### src/sv/smm_pkg.sv
`timescale 1ns / 1ps

package smm_pkg;

    localparam int SMM_MAX_DIM   = 8;
    localparam int SMM_ELEM_BITS = 16;

    localparam int IN_W       = 16;
    localparam int IDX_W      = 3;
    localparam int DIM_W      = 4;
    localparam int LD_IDX_W   = 6;
    localparam int ALPHA_W    = 16;
    localparam int ACC_W      = 48;
    localparam int SCALED_W   = ACC_W + ALPHA_W;
    localparam int OUT_W      = 32;
    localparam int FRAC_SHIFT = 20;
    localparam int CFG_IDX_W  = 3;
    localparam int CFG_DATA_W = 16;
    localparam int MODE_W     = 2;
    localparam int TMODE_W    = 2;

    localparam logic [MODE_W-1:0] MODE_LOAD_A  = 2'd0;
    localparam logic [MODE_W-1:0] MODE_LOAD_B  = 2'd1;
    localparam logic [MODE_W-1:0] MODE_COMPUTE = 2'd2;

    localparam logic [TMODE_W-1:0] TM_NONE = 2'd0;
    localparam logic [TMODE_W-1:0] TM_A    = 2'd1;
    localparam logic [TMODE_W-1:0] TM_B    = 2'd2;
    localparam logic [TMODE_W-1:0] TM_BOTH = 2'd3;

    localparam logic [CFG_IDX_W-1:0] REG_ROWS_M    = 3'd0;
    localparam logic [CFG_IDX_W-1:0] REG_COLS_N    = 3'd1;
    localparam logic [CFG_IDX_W-1:0] REG_INNER_P   = 3'd2;
    localparam logic [CFG_IDX_W-1:0] REG_ALPHA     = 3'd3;
    localparam logic [CFG_IDX_W-1:0] REG_TRANSPOSE = 3'd4;

    localparam logic [DIM_W-1:0]          RESET_DIM   = 4'd8;
    localparam logic signed [ALPHA_W-1:0] RESET_ALPHA = 16'sd4096;

    typedef struct packed {
        logic [DIM_W-1:0]          dim_m;
        logic [DIM_W-1:0]          dim_n;
        logic [DIM_W-1:0]          dim_p;
        logic signed [ALPHA_W-1:0] alpha;
        logic [TMODE_W-1:0]        tmode;
    } cfg_t;

    typedef struct packed {
        logic             valid;
        logic [IDX_W-1:0] row;
        logic [IDX_W-1:0] col;
        logic [IDX_W-1:0] inner;
        logic             first;
        logic             last_k;
        logic             last_elem;
    } step_t;

    typedef struct packed {
        logic                   ld_a;
        logic                   ld_b;
        logic [LD_IDX_W-1:0]    ld_index;
        logic signed [IN_W-1:0] ld_value;
        step_t                  step;
    } cmd_t;

    typedef struct packed {
        logic empty;
    } dp_status_t;

endpackage

### src/sv/smm_cfg.sv
`timescale 1ns / 1ps

module smm_cfg
    import smm_pkg::*;
#(
    parameter int MAX_DIM = SMM_MAX_DIM
)
(
    input  logic                  clk,
    input  logic                  rst_n,
    input  logic                  cfg_we,
    input  logic [CFG_IDX_W-1:0]  cfg_index,
    input  logic [CFG_DATA_W-1:0] cfg_data,
    output cfg_t                  cfg
);

    localparam logic [DIM_W-1:0] DIM_MAX = DIM_W'(MAX_DIM);

    logic [DIM_W-1:0]          rows_m_reg;
    logic [DIM_W-1:0]          cols_n_reg;
    logic [DIM_W-1:0]          inner_p_reg;
    logic signed [ALPHA_W-1:0] scale_alpha_reg;
    logic [TMODE_W-1:0]        transpose_mode_reg;

    always_ff @(posedge clk or negedge rst_n)
    begin
        if (!rst_n)
        begin
            rows_m_reg         <= RESET_DIM;
            cols_n_reg         <= RESET_DIM;
            inner_p_reg        <= RESET_DIM;
            scale_alpha_reg    <= RESET_ALPHA;
            transpose_mode_reg <= TM_NONE;
        end
        else if (cfg_we)
        begin
            unique case (cfg_index)
                REG_ROWS_M:    rows_m_reg         <= cfg_data[DIM_W-1:0];
                REG_COLS_N:    cols_n_reg         <= cfg_data[DIM_W-1:0];
                REG_INNER_P:   inner_p_reg        <= cfg_data[DIM_W-1:0];
                REG_ALPHA:     scale_alpha_reg    <= $signed(cfg_data[ALPHA_W-1:0]);
                REG_TRANSPOSE: transpose_mode_reg <= cfg_data[TMODE_W-1:0];
                default:
                begin
                end
            endcase
        end
    end

    function automatic logic [DIM_W-1:0] clamp_dim(input logic [DIM_W-1:0] d);
        logic [DIM_W-1:0] r;
        r = d;
        if (d == '0)
        begin
            r = DIM_W'(1);
        end
        else if (d > DIM_MAX)
        begin
            r = DIM_MAX;
        end
        return r;
    endfunction

    always_comb
    begin
        cfg.dim_m = clamp_dim(rows_m_reg);
        cfg.dim_n = clamp_dim(cols_n_reg);
        cfg.dim_p = clamp_dim(inner_p_reg);
        cfg.alpha = scale_alpha_reg;
        cfg.tmode = transpose_mode_reg;
    end

endmodule

### config.mk
export PLATFORM = sky130hd
export DESIGN_NAME = smm_cfg
export DESIGN_NICKNAME = d
export VERILOG_FILES = /design/src/sv/smm_pkg.sv /design/src/sv/smm_cfg.sv
export SDC_FILE = /design/constraint.sdc
export NUM_CORES = 1
export LEC_CHECK = 0
export BUFFER_PORTS_ARGS = -buffer_cell sky130_fd_sc_hd__buf_2
export CAP_MARGIN = 20
export CORE_ASPECT_RATIO = 1.75
export CORE_MARGIN = 4
export CORE_UTILIZATION = 47
export CTS_CLUSTER_DIAMETER = 120
export DETAILED_ROUTE_END_ITERATION = 10
export PLACE_DENSITY = 0.78
export SLEW_MARGIN = 25
export SYNTH_ARGS = -nofsm -noshare
export SYNTH_HDL_FRONTEND = slang
export SYNTH_SLANG_ARGS = --single-unit
export TNS_END_PERCENT = 5
### constraint.sdc
create_clock -name clk -period 0.91 [get_ports clk]
set_input_delay 0.0455 -clock clk [delete_from_list [all_inputs] [get_ports clk]]
set_output_delay 0.0455 -clock clk [all_outputs]
set_load 0.02 [all_outputs]
==> metrics.cfg <==
[final_layout]
diodes = 0
drive_gt1_share_pct = 68.0
final_cell_area_sq_um = 1900
largest_reg_flops = 16
syn_to_final_growth_pct = 44.5
final_util_pct = 70.8
nets = 174

[logic_synthesis]
ys_top_cells_by_area = dfrtp_1 (49%), mux2_2 (17%), mux2_4 (11%)
yosysWarnings = 0
async_flop_share_pct = 100
syn_avg_cell_area_sq_um = 16.3
syn_area_sq_um = 1320
synth_edf_count = 0
synth_seq_cells = 30
synth_cell_type_count = 13
synth_flop_cell = dfrtp_1
yosys.area.top_type_share_pct = 49.4
synthCells = 81
yosysMostFrequentCell = dfrtp_1
netlist_top_cells_count = dfrtp_1 (26), mux2_2 (20), mux2_4 (10)
synth_top_cell_by_area = dfrtp_1
synth_nets = 103
seq_area_frac_synth_pct = 57.4

[place]
io_buffers = 51
hpwl_mm = 2.11
dpl_cell_area_sq_um = 1630
globalplace.congestion = 0.694

[critical_path]
crit_fanout = 2
worstPathArrival_ps = 1110
cp-end-kind = output pin
r2r_cells = 2
path_class = flip-flop to output pin
reg2reg_to = rows_m_reg[2]$_DFFE_PN0P_
critPathLaunchType = flip-flop
rrSetupSlack_ps = -10
cp.required_ps = 860
crit-reg2reg-launch = rows_m_reg[2]$_DFFE_PN0P_

[global_routing]
grt_pass1_vias = 1020
antenna_found_initial = 0
grt_max_degree = 19
grt_pass1_wl_mm = 4.82
grt.total_usage_pct = 18.4
grt-ovfl-total = 0

[drt]
first_pass_iters = 4
viasPerCell = 5.16
ant_nets = 0
drt_iter0_markers = 14
num_vias = 929
post_drt_wl_per_cell_microns = 16.4
drt_wl_total_mm = 2.96
drc = 0

[power]
p_sw_share_pct = 31.6
p_switching_mw = 1.40
irDropWorstVdd_mv = 1.86
power_frac_clock_pct = 24.3
p_leak_nw = 0.953
power.density_cell_area_nw_per_um2 = 2330
p_seq_share_pct = 41.8
p_comb_share_pct = 33.9
p_int_mw = 3.03

[cts]
ctsRootBufferMaster = clkbuf_8
cts_max_path_buffers = 2
clkSinkCount = 30
htree_levels = 2
clk_pin_slew_ps = 60
cts_buffers = 5
clkLatencyLatePin_ps = 280
cts_tree = done

[status]
violations = setup timing
status = finished with violations

[floorplan]
ioPinCount = 52
initial_utilization_pct = 49.0
core-area_sq_um = 2690
die_w_microns = 48.0
die_h_microns = 78.0
rows = 25
dieArea_sq_um = 3750

[sta]
rsz0062_at_grt = yes
post-route-period-util_pct = 127
finalMaxSlewViolations = 0
finalClockSkew_ps = 0
setup_viol = 14
max_freq_ghz = 0.865
maxSlewHeadroom_pct = 76.0
tns_ps = -2390
min_period_ps = 1160
worst_slew_pin_slew_ps = 358
finalHoldViolations = 0
worst_slack_ps = -245

[flow_run]
drv_cap = 0

[min_path]
hold_path_depth = 2
worstHoldEndpoint = scale_alpha_reg[8]$_DFFE_PN0P_
min_from = cfg_data[8]
holdCritPathClass = primary input to flip-flop

[power by group through the flow]
| stage | clock [mW] | combinational [mW] | sequential, mW |
|---|---|---|---|
| after floorplan | 0 | 0.643 | 2.05 |
| after global placement | 0 | 1.30 | 1.84 |
| after detailed placement | 0 | 1.33 | 1.86 |
| after CTS | 1.11 | 1.50 | 1.85 |
| after global routing | 1.17 | 1.60 | 1.89 |
| final | 1.08 | 1.50 | 1.85 |
[through the flow]
step | setup slack (ps) | total power [mW] | std cells | hold WS, ps
after floorplan | 20.5 | 2.70 | 81 | -250
after global routing | -299 | 4.66 | 180 | 10.6
after detailed placement | -206 | 3.20 | 158 | -44.2
final | -245 | 4.43 | 180 | 19.8
after global placement | -171 | 3.13 | 158 | -51.6
after CTS | -266 | 4.46 | 180 | 0.412
[how the worst max path moves through the flow]
stage,start,end
3_5_place_dp,cfg_index[1],rows_m_reg[2]$_DFFE_PN0P_
4_1_cts,rows_m_reg[2]$_DFFE_PN0P_,cfg[26]
6_report,rows_m_reg[1]$_DFFE_PN0P_,cfg[26]
5_1_grt,rows_m_reg[1]$_DFFE_PN0P_,cfg[26]
2_1_floorplan,inner_p_reg[1]$_DFFE_PN0P_,cfg[18]
3_3_place_gp,cfg_index[1],rows_m_reg[0]$_DFFE_PN0P_
[metal layers]
| layer | GRT usage (%) | vias up | wire length, microns |
|---|---|---|---|
| li1 | - | 426 | - |
| met3 | 6.19 | 8 | 162 |
| met1 | 21.5 | 468 | 1080 |
| met5 | 0 | - | 0 |
| met4 | 8.09 | 0 | 75 |
| met2 | 29.2 | 27 | 1640 |
[placed cells by master, fill, tap and decap left out, types with 4 or more instances in the layout]
master         Yosys  routed
buf_2              0      41
buf_4              0      11
clkbuf_8           0       6
dfrtp_1           26      26
dfstp_2            4       4
dlygate4sd3_1      0      12
mux2_2            20      20
mux2_4            10      10
nor2b_1            6       6
[cells by family (layout without fill, tap and decap cells)]
kind of cell / Yosys count / after routing / synth area share, %
flip-flops: 30 / 30 / 57.4
AND/OR/NAND/NOR: 14 / 14 / 10.2
buffers and inverters: 4 / 76 / 1.71
AO/OA/AOI/OAI: 3 / 3 / 2.28
multiplexers: 30 / 30 / 28.5
[layout make-up]
type,instances,area (sq um)
Tap cell,27,33.8
Clock inverter,1,5.00
Clock buffer,7,86.3
Sequential cell,30,756
Multi-Input combinational cell,47,553
Timing Repair Buffer,68,470
Fill cell,200,786
[critical path, cell delays in order, from the launching register on]
cell and delay, ps:
dfrtp_1 390, o21ba_4 230, nor2_4 90, buf_6 120
[repair_timing]
action,in CTS,in global routing
setup buffers,2,0
endpoints found under the hold margin,38,0
setup endpoints to repair,13,15
resized for setup,12,3
hold buffers,12,0
pin swaps,1,2
No activity file was read; power rests on OpenSTA's default activity.
