File: src/sv/smm_pkg.sv
`timescale 1ns / 1ps

package smm_pkg;

    localparam int SMM_MAX_DIM   = 8;
    localparam int SMM_ELEM_BITS = 16;

    localparam int IN_W       = 16;
    localparam int IDX_W      = 3;
    localparam int DIM_W      = 4;
    localparam int LD_IDX_W   = 6;
    localparam int ALPHA_W    = 16;
    localparam int ACC_W      = 48;
    localparam int SCALED_W   = ACC_W + ALPHA_W;
    localparam int OUT_W      = 32;
    localparam int FRAC_SHIFT = 20;
    localparam int CFG_IDX_W  = 3;
    localparam int CFG_DATA_W = 16;
    localparam int MODE_W     = 2;
    localparam int TMODE_W    = 2;

    localparam logic [MODE_W-1:0] MODE_LOAD_A  = 2'd0;
    localparam logic [MODE_W-1:0] MODE_LOAD_B  = 2'd1;
    localparam logic [MODE_W-1:0] MODE_COMPUTE = 2'd2;

    localparam logic [TMODE_W-1:0] TM_NONE = 2'd0;
    localparam logic [TMODE_W-1:0] TM_A    = 2'd1;
    localparam logic [TMODE_W-1:0] TM_B    = 2'd2;
    localparam logic [TMODE_W-1:0] TM_BOTH = 2'd3;

    localparam logic [CFG_IDX_W-1:0] REG_ROWS_M    = 3'd0;
    localparam logic [CFG_IDX_W-1:0] REG_COLS_N    = 3'd1;
    localparam logic [CFG_IDX_W-1:0] REG_INNER_P   = 3'd2;
    localparam logic [CFG_IDX_W-1:0] REG_ALPHA     = 3'd3;
    localparam logic [CFG_IDX_W-1:0] REG_TRANSPOSE = 3'd4;

    localparam logic [DIM_W-1:0]          RESET_DIM   = 4'd8;
    localparam logic signed [ALPHA_W-1:0] RESET_ALPHA = 16'sd4096;

    typedef struct packed {
        logic [DIM_W-1:0]          dim_m;
        logic [DIM_W-1:0]          dim_n;
        logic [DIM_W-1:0]          dim_p;
        logic signed [ALPHA_W-1:0] alpha;
        logic [TMODE_W-1:0]        tmode;
    } cfg_t;

    typedef struct packed {
        logic             valid;
        logic [IDX_W-1:0] row;
        logic [IDX_W-1:0] col;
        logic [IDX_W-1:0] inner;
        logic             first;
        logic             last_k;
        logic             last_elem;
    } step_t;

    typedef struct packed {
        logic                   ld_a;
        logic                   ld_b;
        logic [LD_IDX_W-1:0]    ld_index;
        logic signed [IN_W-1:0] ld_value;
        step_t                  step;
    } cmd_t;

    typedef struct packed {
        logic empty;
    } dp_status_t;

endpackage

File: src/sv/smm_ctrl.sv
`timescale 1ns / 1ps

module smm_ctrl
    import smm_pkg::*;
(
    input  logic                   clk,
    input  logic                   rst_n,
    input  logic                   start,
    input  logic [MODE_W-1:0]      mode,
    input  logic [LD_IDX_W-1:0]    elem_index,
    input  logic signed [IN_W-1:0] elem_value,
    input  cfg_t                   cfg,
    input  dp_status_t             status,
    output logic                   busy,
    output cmd_t                   cmd
);

    typedef enum logic [2:0] {
        S_IDLE  = 3'b001,
        S_RUN   = 3'b010,
        S_DRAIN = 3'b100
    } ctrl_state_t;

    ctrl_state_t      state_reg, state_next;
    logic [IDX_W-1:0] row_reg, row_next;
    logic [IDX_W-1:0] col_reg, col_next;
    logic [IDX_W-1:0] inner_reg, inner_next;

    logic accept;
    logic last_i;
    logic last_j;
    logic last_k;

    always_ff @(posedge clk or negedge rst_n)
    begin
        if (!rst_n)
        begin
            state_reg <= S_IDLE;
            row_reg   <= '0;
            col_reg   <= '0;
            inner_reg <= '0;
        end
        else
        begin
            state_reg <= state_next;
            row_reg   <= row_next;
            col_reg   <= col_next;
            inner_reg <= inner_next;
        end
    end

    assign busy   = (state_reg != S_IDLE);
    assign accept = start && !busy;
    assign last_i = (DIM_W'(row_reg) + DIM_W'(1)) == cfg.dim_m;
    assign last_j = (DIM_W'(col_reg) + DIM_W'(1)) == cfg.dim_n;
    assign last_k = (DIM_W'(inner_reg) + DIM_W'(1)) == cfg.dim_p;

    always_comb
    begin
        state_next = state_reg;
        row_next   = row_reg;
        col_next   = col_reg;
        inner_next = inner_reg;

        cmd.ld_a     = accept && (mode == MODE_LOAD_A);
        cmd.ld_b     = accept && (mode == MODE_LOAD_B);
        cmd.ld_index = elem_index;
        cmd.ld_value = elem_value;

        cmd.step.valid     = 1'b0;
        cmd.step.row       = row_reg;
        cmd.step.col       = col_reg;
        cmd.step.inner     = inner_reg;
        cmd.step.first     = (inner_reg == '0);
        cmd.step.last_k    = last_k;
        cmd.step.last_elem = last_i && last_j;

        unique case (state_reg)
            S_IDLE:
            begin
                if (accept && (mode == MODE_COMPUTE) && (cfg.tmode != TM_BOTH))
                begin
                    state_next = S_RUN;
                    row_next   = '0;
                    col_next   = '0;
                    inner_next = '0;
                end
            end
            S_RUN:
            begin
                cmd.step.valid = 1'b1;
                if (!last_k)
                begin
                    inner_next = inner_reg + IDX_W'(1);
                end
                else
                begin
                    inner_next = '0;
                    if (!last_j)
                    begin
                        col_next = col_reg + IDX_W'(1);
                    end
                    else
                    begin
                        col_next = '0;
                        if (!last_i)
                        begin
                            row_next = row_reg + IDX_W'(1);
                        end
                        else
                        begin
                            row_next   = '0;
                            state_next = S_DRAIN;
                        end
                    end
                end
            end
            S_DRAIN:
            begin
                if (status.empty)
                begin
                    state_next = S_IDLE;
                end
            end
            default:
            begin
                state_next = S_IDLE;
            end
        endcase
    end

endmodule

File: config.mk
export PLATFORM = sky130hd
export DESIGN_NAME = smm_ctrl
export DESIGN_NICKNAME = d
export VERILOG_FILES = /design/src/sv/smm_pkg.sv /design/src/sv/smm_ctrl.sv
export SDC_FILE = /design/constraint.sdc
export NUM_CORES = 1
export LEC_CHECK = 0
export ABC_CLOCK_PERIOD_IN_PS = 1920
export BUFFER_PORTS_ARGS = -buffer_cell sky130_fd_sc_hd__buf_2
export CAP_MARGIN = 20
export CORE_AREA = 2 2 61 63
export CTS_BUF_LIST = sky130_fd_sc_hd__clkbuf_16
export DETAILED_ROUTE_END_ITERATION = 10
export DIE_AREA = 0 0 63 65
export PLACE_DENSITY = 0.74
export SLEW_MARGIN = 10
export SYNTH_ARGS = -nofsm -noshare
export SYNTH_HDL_FRONTEND = slang
export SYNTH_SLANG_ARGS = --single-unit
File: constraint.sdc
create_clock -name clk -period 1.92 [get_ports clk]
set_input_delay 0.192 -clock clk [delete_from_list [all_inputs] [get_ports clk]]
set_output_delay 0.192 -clock clk [all_outputs]
set_load 0.02 [all_outputs]
==> metrics.txt <==
Hold Crit Endpoint state_reg[2]; crit path launch inner_reg[1]; CTS sink count 12; Slew headroom 75.1%; die height 65 um; final core utilization 42.8%; IO Port Bufs 35; layout cell share with drive strength beyond 1 50.6%; final setup fails 0; HP Start status; RSZ-0062 raised after global routing yes; Worst R2R Start inner_reg[1]; FF-to-FF setup slack 0.03 ns; commonest non-fill, non-tap cell in the layout buf_2; # DRC 0; commonest cells after routing, fill and taps aside buf_2, buf_4, dfrtp_1, inv_1; Critical Path AT 2.01 ns; # Max-Cap Violations 0; Crit Path Max Fanout 6; largest delay contributor family on the critical path compound AO/OA/AOI/OAI gates; Final Non-Filler Cells 206; mean post-synth cell area 9.16 um2; Gate power share 49.1%; area delta synth->final 27.7%; Net Sw Frac 38.1%; dpl hpwl 1.90 mm; Clock Path Buffers 2; Final Max Slew Viols 0; setup TNS 0 ns; Fin. Hold Viols 0; pwr dens 1030 nW/um2; Worst Path Buf+Inv 0; Final ANT Viol Nets 0; R2R depth 6; total chip power 0.00155 W; Peak VDD IR 511 uV; placed insts 199; H-tree lvl count 1; Critical Path Start Type flip-flop; vias in the first global route 988; Post-synth EDFFs 0; cell leakage power 0.712 nW; Core Box Area 3500 um2; register area share after synthesis 25.7%; worst-path cell chain ha_4 > xor2_2 > o311a_1 > o2111a_2 > a21oi_2 > mux2_2; worst setup path category flip-flop to flip-flop; Switching Power 0.000590 W; # fillers 354; HP Class input pin to flip-flop; total wire length 2.50 mm; Root Driver clkbuf_16; CP max stage cell dfrtp_2; CTS Buf Count 3; WL/cell 12.1 um; Max stage delay on crit path 0.44 ns; initial antenna violation count 0; Overflow after GRT 0; Synth cell types 49; clk slew on worst S/H paths 0.05 ns; Die Wd 63 um; status finished, final reports clean; worst skew pair latency 0.24 ns; Final GP Congestion 0.779; largest net degree at the start of global routing 13; Cell Rows 22; global-route wire length before repair 4.33 mm; Synth Net Count 190; Seq pwr share 25.1%; Max Fclk 530 MHz; Critical Path End Type flip-flop; CP required 2.05 ns; GRT Overall Usage 13.2%; Via-to-Cell Ratio 4.87; worst hold path depth 4; Clk network pwr share 25.8%; Initial Util 33.5%; period utilization 98.2%; detailed-route via count 1004; Initial DRC Count 15; Ys Warns 0; 1st-pass router iterations 4; net total in the final layout 221; Slew @ Worst Pin 0.373 ns; die area 4100 um2; antenna cells 0; CTS tree yes; Main synth FF type dfrtp_1; Fin Clk Skew 0.000632 ns; reg2reg end col_reg[0]; #FFs+latches synth 12; Int Power 0.000957 W; Final min period 1.89 ns; Post-synth ARST share 100%; Post-Syn Area 1170 um2; Mapped Cells 128; IO Pins 96
[worst max path at each step]
stage          cells after the start      endpoint
3_3_place_gp                       6    col_reg[0]
5_1_grt                            6    col_reg[0]
4_1_cts                            6        cmd[0]
3_5_place_dp                       6    col_reg[0]
6_report                           6    col_reg[0]
2_1_floorplan                      6  state_reg[1]
[what timing repair did]
item                                    4_1_cts  5_1_grt
resized for setup                             1       12
hold buffers                                  1        0
endpoints found under the setup margin        2        8
setup buffers                                 1        1
endpoints found under the hold margin        11        0
pin swaps                                     2        5
[Yosys cell counts (all sizes together) (4+ instances only)]
master	instances	area share, %
buf	25	16
dfrtp	11	23
inv	8	2.6
nor2	7	2.5
nand2	6	1.9
nor3	5	2.6
xor2	5	3.7
ha	4	4.3
nand3	4	1.7
nor3b	4	2.6
o21ai	4	1.7
[cell type report]
| type | instances | area (um2) | share of cell area, % |
|---|---|---|---|
| clock buffers | 3 | 75.1 | 5.01 |
| clock inverters | 1 | 3.75 | 0.251 |
| inverters | 8 | 30.0 | 2.01 |
| multi-input cells | 83 | 718 | 48.0 |
| flip-flops and latches | 12 | 304 | 20.3 |
| well taps | 48 | 60.1 | 4.01 |
| repair buffers | 51 | 307 | 20.5 |
[power groups by stage]
stage                     registers (W)  logic [W]  clock network (W)
after global placement         0.000383   0.000688                  0
final                          0.000389   0.000760           0.000399
after CTS                      0.000382   0.000711           0.000401
after floorplan                0.000467   0.000436                  0
after global routing           0.000404   0.000837           0.000407
after detailed placement       0.000384   0.000701                  0
[routing by layer]
metal	global-route usage [%]	vias up	wire length (um)
met5	0	-	0
met2	21.7	38	1210
met3	2.26	3	158
li1	-	491	-
met4	6.39	0	40
met1	16.8	472	1090
[through the flow]
| step | instance area (um2) | hold WS (ns) | setup WS (ns) |
|---|---|---|---|
| final | 1500 | 0.345 | 0.0338 |
| after floorplan | 1180 | -0.104 | 0.0128 |
| after global routing | 1500 | 0.384 | -0.0401 |
| after CTS | 1420 | 0.354 | 0.000162 |
| after global placement | 1320 | 0.0919 | 0.0447 |
| after detailed placement | 1320 | 0.0933 | 0.0208 |
[kinds of logic after synthesis]
| logic type | share of synthesized area [%] |
|---|---|
| DFF | 25.7 |
| adders and majority gates | 4.27 |
| and+or+nand+nor | 23.6 |
| AOI/OAI and AO/OA | 18.0 |
| xor gates and xnor gates | 5.98 |
| muxes | 3.74 |
| buffers and inverters | 18.7 |
[worst min-delay path: cells and delay by family]
kind	cells	cell delay, ns
buffers and inverters	1	0.07
and+or+nand+nor	2	0.22
AOI/OAI and AO/OA	1	0.06
Note: power is estimated with default switching activity, not from simulation.
